## config.mk

```make
export PLATFORM = sky130hd
export DESIGN_NAME = key_auto_repeat_edge_detect
export DESIGN_NICKNAME = d
export VERILOG_FILES = /design/src/rtl/core/kar_pkg.sv /design/src/rtl/core/kar_chan.sv /design/src/rtl/core/key_auto_repeat_edge_detect.sv
export SDC_FILE = /design/constraint.sdc
export NUM_CORES = 2
export LEC_CHECK = 0
export BUFFER_PORTS_ARGS = -buffer_cell sky130_fd_sc_hd__buf_4
export CAP_MARGIN = 20
export CORE_MARGIN = 4
export CORE_UTILIZATION = 59
export DETAILED_ROUTE_END_ITERATION = 12
export GPL_ROUTABILITY_DRIVEN = 0
export HOLD_SLACK_MARGIN = 0.08
export PLACE_DENSITY_LB_ADDON = 0.08
export SYNTH_ARGS = -nofsm -noshare
export SYNTH_HDL_FRONTEND = slang
export SYNTH_SLANG_ARGS = --single-unit
```

## constraint.sdc

```tcl
create_clock -name clk -period 10.4 [get_ports clk]
set_input_delay 1.56 -clock clk [delete_from_list [all_inputs] [get_ports clk]]
set_output_delay 1.56 -clock clk [all_outputs]
set_load 0.02 [all_outputs]
```

## src/rtl/core/kar_pkg.sv

```systemverilog
package kar_pkg;

  // Default sizes of the block.
  localparam int NAV_CHANNELS_DEF = 8;
  localparam int DEBUG_KEYS_DEF   = 7;
  localparam int TIME_BITS_DEF    = 16;

  // Fixed widths of the transaction fields.
  localparam int TICK_BITS       = 16;
  localparam int NAV_PORT_BITS   = 8;
  localparam int DEBUG_PORT_BITS = 7;
  localparam int DIR_BITS        = 4;
  localparam int KIND_BITS       = 2;
  localparam int KIND_SLOTS      = 8;

  // Configuration port.
  localparam int CFG_DATA_BITS  = 16;
  localparam int CFG_INDEX_BITS = 2;
  localparam int ACTIVE_BITS    = 4;

  localparam logic [CFG_INDEX_BITS-1:0] REG_INITIAL_DELAY   = 2'd0;
  localparam logic [CFG_INDEX_BITS-1:0] REG_REPEAT_INTERVAL = 2'd1;
  localparam logic [CFG_INDEX_BITS-1:0] REG_ACTIVE_CHANNELS = 2'd2;
  localparam logic [CFG_INDEX_BITS-1:0] REG_CHANNEL_KINDS   = 2'd3;

  // Register values after reset.
  localparam logic [CFG_DATA_BITS-1:0] INITIAL_DELAY_RST   = 16'd400;
  localparam logic [CFG_DATA_BITS-1:0] REPEAT_INTERVAL_RST = 16'd100;
  localparam logic [ACTIVE_BITS-1:0]   ACTIVE_CHANNELS_RST = 4'd4;
  localparam logic [CFG_DATA_BITS-1:0] CHANNEL_KINDS_RST   = 16'hE4E4;

  // Timing settings shared by every navigation channel.
  typedef struct packed {
    logic [CFG_DATA_BITS-1:0] initial_delay;
    logic [CFG_DATA_BITS-1:0] repeat_interval;
  } timing_cfg_t;

endpackage

```

## src/rtl/core/kar_chan.sv

```systemverilog
module kar_chan #(
  parameter int TIME_BITS = kar_pkg::TIME_BITS_DEF
) (
  input  logic                           clk,
  input  logic                           rst,
  input  logic                           step,
  input  logic                           held,
  input  logic [kar_pkg::TICK_BITS-1:0]  tick_ms,
  input  kar_pkg::timing_cfg_t           timing,
  output logic                           fire
);

  // Compare width covers both the timer and the 16-bit settings.
  localparam int CW = (TIME_BITS > kar_pkg::CFG_DATA_BITS) ? TIME_BITS
                                                             : kar_pkg::CFG_DATA_BITS;
  localparam logic [CW:0] TIME_MAX = ((CW + 1)'(1) << TIME_BITS) - (CW + 1)'(1);

  logic                 prev_held;
  logic [TIME_BITS-1:0] hold_time;
  logic [TIME_BITS-1:0] last_fire;
  logic [TIME_BITS-1:0] hold_time_next;
  logic [TIME_BITS-1:0] last_fire_next;

  logic [CW:0]          sum;
  logic [TIME_BITS-1:0] sat;
  logic [TIME_BITS-1:0] since_fire;

  assign sum        = (CW + 1)'(hold_time) + (CW + 1)'(tick_ms);
  assign sat        = (sum > TIME_MAX) ? TIME_BITS'(TIME_MAX) : TIME_BITS'(sum);
  assign since_fire = sat - last_fire;

  always_comb begin
    fire           = 1'b0;
    hold_time_next = '0;
    last_fire_next = '0;
    if (held && !prev_held) begin
      fire = 1'b1;
    end else if (held) begin
      hold_time_next = sat;
      last_fire_next = last_fire;
      if ((CW'(sat) >= CW'(timing.initial_delay)) &&
          (CW'(since_fire) >= CW'(timing.repeat_interval))) begin
        fire           = 1'b1;
        last_fire_next = sat;
      end
    end
  end

  always_ff @(posedge clk) begin
    if (rst) begin
      prev_held <= 1'b0;
      hold_time <= '0;
      last_fire <= '0;
    end else if (step) begin
      prev_held <= held;
      hold_time <= hold_time_next;
      last_fire <= last_fire_next;
    end
  end

endmodule

```

## src/rtl/core/key_auto_repeat_edge_detect.sv

```systemverilog
// Channel   Signals                                         Direction
// --------  ----------------------------------------------  ---------
// input     in_valid, in_ready, tick_ms, nav_held,           in
//           debug_held, game_mode
// output    out_valid, out_ready, channel_fire,              out
//           nav_dir_fire, debug_press
// config    cfg_we, cfg_index, cfg_data                      in
//
// One tick transaction can be taken every cycle while in_ready is high. The input
// register feeds the result register through one saturating add, one subtract and
// two compares per channel.
// Synchronous active-high reset loads the register defaults and clears all history.
// A stalled result register still lets the input register take one more
// transaction; ready falls only when both stages are full.
module key_auto_repeat_edge_detect #(
  parameter int NAV_CHANNELS = kar_pkg::NAV_CHANNELS_DEF,
  parameter int DEBUG_KEYS   = kar_pkg::DEBUG_KEYS_DEF,
  parameter int TIME_BITS    = kar_pkg::TIME_BITS_DEF
) (
  input  logic                                 clk,
  input  logic                                 rst,

  input  logic                                 in_valid,
  output logic                                 in_ready,
  input  logic [kar_pkg::TICK_BITS-1:0]        tick_ms,
  input  logic [kar_pkg::NAV_PORT_BITS-1:0]    nav_held,
  input  logic [kar_pkg::DEBUG_PORT_BITS-1:0]  debug_held,
  input  logic                                 game_mode,

  output logic                                 out_valid,
  input  logic                                 out_ready,
  output logic [kar_pkg::NAV_PORT_BITS-1:0]    channel_fire,
  output logic [kar_pkg::DIR_BITS-1:0]         nav_dir_fire,
  output logic [kar_pkg::DEBUG_PORT_BITS-1:0]  debug_press,

  input  logic                                 cfg_we,
  input  logic [kar_pkg::CFG_INDEX_BITS-1:0]   cfg_index,
  input  logic [kar_pkg::CFG_DATA_BITS-1:0]    cfg_data
);

  // Config regs; the user must change them only while the block is idle; unchecked.
  logic [kar_pkg::CFG_DATA_BITS-1:0] initial_delay;
  logic [kar_pkg::CFG_DATA_BITS-1:0] repeat_interval;
  logic [kar_pkg::ACTIVE_BITS-1:0]   active_channels;
  logic [kar_pkg::CFG_DATA_BITS-1:0] channel_kinds;

  always_ff @(posedge clk) begin
    if (rst) begin
      initial_delay   <= kar_pkg::INITIAL_DELAY_RST;
      repeat_interval <= kar_pkg::REPEAT_INTERVAL_RST;
      active_channels <= kar_pkg::ACTIVE_CHANNELS_RST;
      channel_kinds   <= kar_pkg::CHANNEL_KINDS_RST;
    end else if (cfg_we) begin
      unique case (cfg_index)
        kar_pkg::REG_INITIAL_DELAY:   initial_delay   <= cfg_data;
        kar_pkg::REG_REPEAT_INTERVAL: repeat_interval <= cfg_data;
        kar_pkg::REG_ACTIVE_CHANNELS: active_channels <= cfg_data[kar_pkg::ACTIVE_BITS-1:0];
        kar_pkg::REG_CHANNEL_KINDS:   channel_kinds   <= cfg_data;
        default: ;
      endcase
    end
  end

  kar_pkg::timing_cfg_t timing;
  assign timing.initial_delay   = initial_delay;
  assign timing.repeat_interval = repeat_interval;

  // Input register. It advances into the result register whenever that one is
  // empty or being drained in the same cycle.
  logic                                s1_valid;
  logic [kar_pkg::TICK_BITS-1:0]       s1_tick;
  logic [kar_pkg::NAV_PORT_BITS-1:0]   s1_nav;
  logic [kar_pkg::DEBUG_PORT_BITS-1:0] s1_dbg;
  logic                                s1_game;

  logic out_free;
  logic advance;
  logic in_take;

  assign out_free = !out_valid || out_ready;
  assign advance  = s1_valid && out_free;
  assign in_ready = !s1_valid || out_free;
  assign in_take  = in_valid && in_ready;

  always_ff @(posedge clk) begin
    if (rst) begin
      s1_valid <= 1'b0;
    end else if (in_take) begin
      s1_valid <= 1'b1;
    end else if (advance) begin
      s1_valid <= 1'b0;
    end
  end

  always_ff @(posedge clk) begin
    if (in_take) begin
      s1_tick <= tick_ms;
      s1_nav  <= nav_held;
      s1_dbg  <= debug_held;
      s1_game <= game_mode;
    end
  end

  // Navigation channels. A channel above the active count, or beyond the
  // width of nav_held, is treated as released. Channels beyond the kind
  // field are of kind up.
  logic [NAV_CHANNELS-1:0]   chan_held;
  logic [NAV_CHANNELS-1:0]   chan_fire;
  logic [kar_pkg::KIND_BITS-1:0] chan_kind [NAV_CHANNELS];

  for (genvar i = 0; i < NAV_CHANNELS; i++) begin : g_chan
    if (i < kar_pkg::NAV_PORT_BITS) begin : g_port
      assign chan_held[i] = s1_nav[i] && (32'(active_channels) > i);
    end else begin : g_none
      assign chan_held[i] = 1'b0;
    end

    if (i < kar_pkg::KIND_SLOTS) begin : g_kind
      assign chan_kind[i] = channel_kinds[kar_pkg::KIND_BITS*i +: kar_pkg::KIND_BITS];
    end else begin : g_up
      assign chan_kind[i] = '0;
    end

    kar_chan #(
      .TIME_BITS (TIME_BITS)
    ) u_chan (
      .clk     (clk),
      .rst     (rst),
      .step    (advance),
      .held    (chan_held[i]),
      .tick_ms (s1_tick),
      .timing  (timing),
      .fire    (chan_fire[i])
    );
  end

  // Firings are reported only in menu mode; the timers run regardless.
  logic [kar_pkg::NAV_PORT_BITS-1:0] fire_bits;
  logic [kar_pkg::DIR_BITS-1:0]      dir_bits;

  for (genvar b = 0; b < kar_pkg::NAV_PORT_BITS; b++) begin : g_fire_out
    if (b < NAV_CHANNELS) begin : g_have
      assign fire_bits[b] = chan_fire[b] && !s1_game;
    end else begin : g_zero
      assign fire_bits[b] = 1'b0;
    end
  end

  always_comb begin
    dir_bits = '0;
    for (int i = 0; i < NAV_CHANNELS; i++) begin
      if (chan_fire[i] && !s1_game) begin
        dir_bits[chan_kind[i]] = 1'b1;
      end
    end
  end

  // Debug keys. Press edges are detected only in game mode; in menu mode
  // the history is cleared so that a key still held on entry counts as new.
  logic [DEBUG_KEYS-1:0] debug_prev_held;
  logic [DEBUG_KEYS-1:0] debug_prev_held_next;
  logic [DEBUG_KEYS-1:0] dbg_now;
  logic [DEBUG_KEYS-1:0] dbg_edge;
  logic [kar_pkg::DEBUG_PORT_BITS-1:0] press_bits;

  for (genvar k = 0; k < DEBUG_KEYS; k++) begin : g_dbg
    if (k < kar_pkg::DEBUG_PORT_BITS) begin : g_port
      assign dbg_now[k] = s1_dbg[k];
    end else begin : g_none
      assign dbg_now[k] = 1'b0;
    end
  end

  assign dbg_edge             = s1_game ? (dbg_now & ~debug_prev_held) : '0;
  assign debug_prev_held_next = s1_game ? dbg_now : '0;

  for (genvar b = 0; b < kar_pkg::DEBUG_PORT_BITS; b++) begin : g_press_out
    if (b < DEBUG_KEYS) begin : g_have
      assign press_bits[b] = dbg_edge[b];
    end else begin : g_zero
      assign press_bits[b] = 1'b0;
    end
  end

  always_ff @(posedge clk) begin
    if (rst) begin
      debug_prev_held <= '0;
    end else if (advance) begin
      debug_prev_held <= debug_prev_held_next;
    end
  end

  // Result register.
  always_ff @(posedge clk) begin
    if (rst) begin
      out_valid <= 1'b0;
    end else if (advance) begin
      out_valid <= 1'b1;
    end else if (out_ready) begin
      out_valid <= 1'b0;
    end
  end

  always_ff @(posedge clk) begin
    if (advance) begin
      channel_fire <= fire_bits;
      nav_dir_fire <= dir_bits;
      debug_press  <= press_bits;
    end
  end

endmodule

```

==> results.py <==
metrics = {
    "synthesis": {
        "synth_top_family_by_area": "compound AO/OA/AOI/OAI gates",
        "seq_area_frac_synth": 0.272,
        "avgSynthCellArea_um2": 8.34,
        "synth_edf_count": 51,
        "synthCells": 3546,
        "synth_area_um2": 29600,
        "synth_simple_gate_area_frac": 0.163,
        "synth_cell_types": 90,
        "yosysTopAreaCell": "dfxtp_1",
        "async_flop_share": 0,
        "ys.flop_type": "dfxtp_1",
        "synth_top_area_share": 0.220,
        "synth_adder_area_share": 0.224,
        "muxShareOfSynthArea": 0.00309,
        "synth_xor_area_frac": 0.0518,
        "syn-num-nets": 4121,
        "yosys-top-cells-area": "dfxtp_1 (22%), ha_1 (21%), edfxtp_1 (5.2%)",
        "synth-seq-cells": 376,
        "yosysWarnings": 0,
        "synth_compound_gate_area_share": 0.236,
    },
    "timing": {
        "finClkSkew_ns": 0.0376,
        "setup-tns-final_ns": 0,
        "tightest_slew_ns": 1.15,
        "grt_setup_unrepaired": "no",
        "clock.fmax_mhz": 120,
        "setup_violations": 0,
        "hold_viol": 0,
        "finalCritPeriodShare": 0.803,
        "maxSlewHeadroom": 0.231,
        "setup_ws_ns": 2.05,
        "maxSlewViolCount": 0,
        "fin_crit_ns": 8.35,
    },
    "worst_setup_path": {
        "required_ns": 10.73,
        "rrSetupSlack_ns": 2.05,
        "cp_slowest_stage_delay_ns": 0.61,
        "critical_path_class": "flop to flop",
        "cp-end-kind": "flop",
        "crit_arrival_ns": 8.68,
        "start_kind": "flop",
        "critPathMaxFanout": 13,
        "cp_common_cell": "ha_1",
        "cp_slowest_cell": "edfxtp_1",
    },
    "placed_design": {
        "dp_hpwl_mm": 68.5,
        "placed_area_um2": 31000,
        "place_ws_ns": 2.24,
        "port_buffers": 75,
    },
    "power": {
        "clkPwrFrac": 0.418,
        "ir_worst_vdd_mv": 0.133,
        "switching_share": 0.301,
        "internal_power_w": 0.00283,
        "p_leak_nw": 14.1,
        "power.share.combinational": 0.204,
        "switching_power_w": 0.00122,
        "seqPwrFrac": 0.378,
        "power_density_nw_per_um2": 124,
    },
    "detailed_routing": {
        "wire_per_inst_um": 22.3,
        "detail-route-antenna-nets": 0,
        "vias": 27524,
        "firstDrtPassIters": 6,
        "viasPerCell": 6.34,
        "drc": 0,
        "drt_iter0_markers": 2483,
        "wirelength_mm": 96.7,
    },
    "clock_tree": {
        "root_buffer": "clkbuf_16",
        "cts_num_sinks": 376,
        "numCtsBuffers": 44,
        "cts-htree-levels": 2,
        "hold_buffers": 0,
        "clock_path_buffers": 3,
        "cts_tree": "built",
        "cts.repair.resized": 0,
        "cts_post_setup_buffers_inserted": 0,
        "clkSlewWorstSetupHoldPaths_ns": 0.06,
        "clkLatencyLatePin_ns": 0.61,
    },
    "status": {
        "status": "completed",
    },
    "final_layout": {
        "nets": 4215,
        "area_growth_pct": 10.3,
        "fill_cells": 4212,
        "final_area_um2": 32600,
        "drive_above_1_share": 0.0664,
    },
    "floorplan": {
        "floorplan.core_area_um2": 49300,
        "dieHeight_um": 232,
        "io_pins": 76,
        "initial_core_util": 0.600,
        "rows": 81,
        "dieWidth_um": 232,
        "die_area_um2": 53800,
    },
    "grt": {
        "antenna_found_initial": 1,
        "grt_pass1_vias": 27184,
        "grt_max_degree": 56,
        "track_usage": 0.350,
        "grt_pass1_wl_mm": 148,
        "grt.overflow.total": 0,
    },
    "min_path": {
        "min_path_type": "flop to flop",
    },
    "run": {
        "maxCapViolations": 0,
    },
}
## worst max-delay path: cells and delay by family, from the launching register on
kind            cells  cell delay [ns]
compound gates     16             3.80
xor+xnor            1             0.13
buf+inv             2             0.29
flops               1             0.61
fa+ha+maj           4             1.32
simple gates        9             1.90
## metrics by stage
step / utilization / cells / total power [W] / hold slack (ns)
global route: 0.662 / 4339 / 0.00420 / 0.476
CTS: 0.661 / 4334 / 0.00404 / 0.454
global placement: 0.629 / 4250 / 0.00232 / 0.438
finish: 0.662 / 4340 / 0.00404 / 0.451
detailed placement: 0.629 / 4253 / 0.00236 / 0.445
floorplan: - / 3546 / 0.00211 / 0.425
## per-layer routing
| metal | vias to the layer above | wire length (µm) | global-route usage |
|---|---|---|---|
| met1 | 13033 | 39100 | 0.442 |
| li1 | 12986 | - | - |
| met3 | 360 | 8380 | 0.0613 |
| met5 | - | 0 | 0 |
| met4 | 0 | 7060 | 0.215 |
| met2 | 1145 | 42200 | 0.558 |
## cell families after synthesis
| kind of cell | after synthesis |
|---|---|
| AO/OA/AOI/OAI | 1044 |
| XOR/XNOR | 175 |
| adder cells (fa/ha/maj) | 520 |
| buffers and inverters | 388 |
| flip-flops | 376 |
| multiplexers | 9 |
| AND/OR/NAND/NOR | 1034 |
## path summary, 6_finish.rpt
path	from	cells past startpoint	endpoint
worst max-delay path	s1_tick[0]$_DFFE_PP_	32	nav_dir_fire[2]$_DFFE_PP_
worst min-delay path	g_chan[7].u_chan.hold_time[10]$_SDFFE_PP0P_	2	g_chan[7].u_chan.hold_time[10]$_SDFFE_PP0P_
worst max register to register	s1_tick[0]$_DFFE_PP_	32	nav_dir_fire[2]$_DFFE_PP_
worst min register to register	g_chan[7].u_chan.hold_time[10]$_SDFFE_PP0P_	2	g_chan[7].u_chan.hold_time[10]$_SDFFE_PP0P_
## final cells by class
type | count | area, µm² | share of cell area
antenna | 1 | 2.50 | 0.0000767
multi-input combinational | 2782 | 20100 | 0.615
sequential | 376 | 8040 | 0.246
timing repair buffer | 120 | 932 | 0.0286
clock inverter | 12 | 240 | 0.00737
inverter | 316 | 1190 | 0.0364
clock buffer | 69 | 1320 | 0.0404
tap | 664 | 831 | 0.0255
## synth_stat cells (14+ instances only)
master,n
nand2_1,363
o21ai_0,213
dfxtp_1,325
fa_1,16
a21o_1,78
o21ai_1,22
o21bai_1,22
ha_1,504
xnor2_1,130
o32ai_1,17
nand3b_1,16
xor2_1,45
a22oi_1,30
edfxtp_1,51
a21oi_1,265
a211oi_1,38
o21a_1,43
nand3_1,77
nand2b_1,48
o31ai_1,14
inv_1,315
or3_1,16
nand4_1,21
nor2_1,275
clkbuf_1,58
a211o_1,25
nor3_1,58
a21boi_0,16
a22o_1,57
o211ai_1,24
o2bb2ai_1,44
a31oi_1,23
nor2b_1,58
or2_2,15
and3_1,20
and2_1,18
## sequential cells by signal, summed over array words and instances, names as in the netlist, 16 cells and up
name / flops
channel_kinds: 16
g_chan.u_chan.last_fire: 128
g_chan.u_chan.hold_time: 128
s1_tick: 16
initial_delay: 16
repeat_interval: 16
## cell usage in the layout, fill, tap and decap left out, drive strengths merged, types with 21 or more instances in the layout
cell type,netlist,layout
ha,504,504
o211ai,24,24
buf,14,119
nand4,21,21
a31oi,23,23
a22oi,30,30
a21o,78,78
o2bb2ai,45,45
a211o,25,25
dfxtp,325,325
clkbuf,58,70
xor2,45,45
o21ai,237,237
o21bai,22,22
nand2b,49,49
nor2,287,287
o21a,43,43
nor2b,58,58
nor3,58,58
nand2,363,363
a21oi,265,265
inv,315,317
a22o,57,57
xnor2,130,130
nand3,77,77
edfxtp,51,51
a211oi,39,39
## power groups by stage
stage / logic [W] / clock network (W) / registers [W]
6_report: 0.000826 / 0.00169 / 0.00153
5_1_grt: 0.000914 / 0.00176 / 0.00153
4_1_cts: 0.000807 / 0.00170 / 0.00153
3_5_place_dp: 0.000800 / 0 / 0.00156
3_3_place_gp: 0.000764 / 0 / 0.00156
2_1_floorplan: 0.000561 / 0 / 0.00155
No activity file was read; power rests on OpenSTA's default activity.
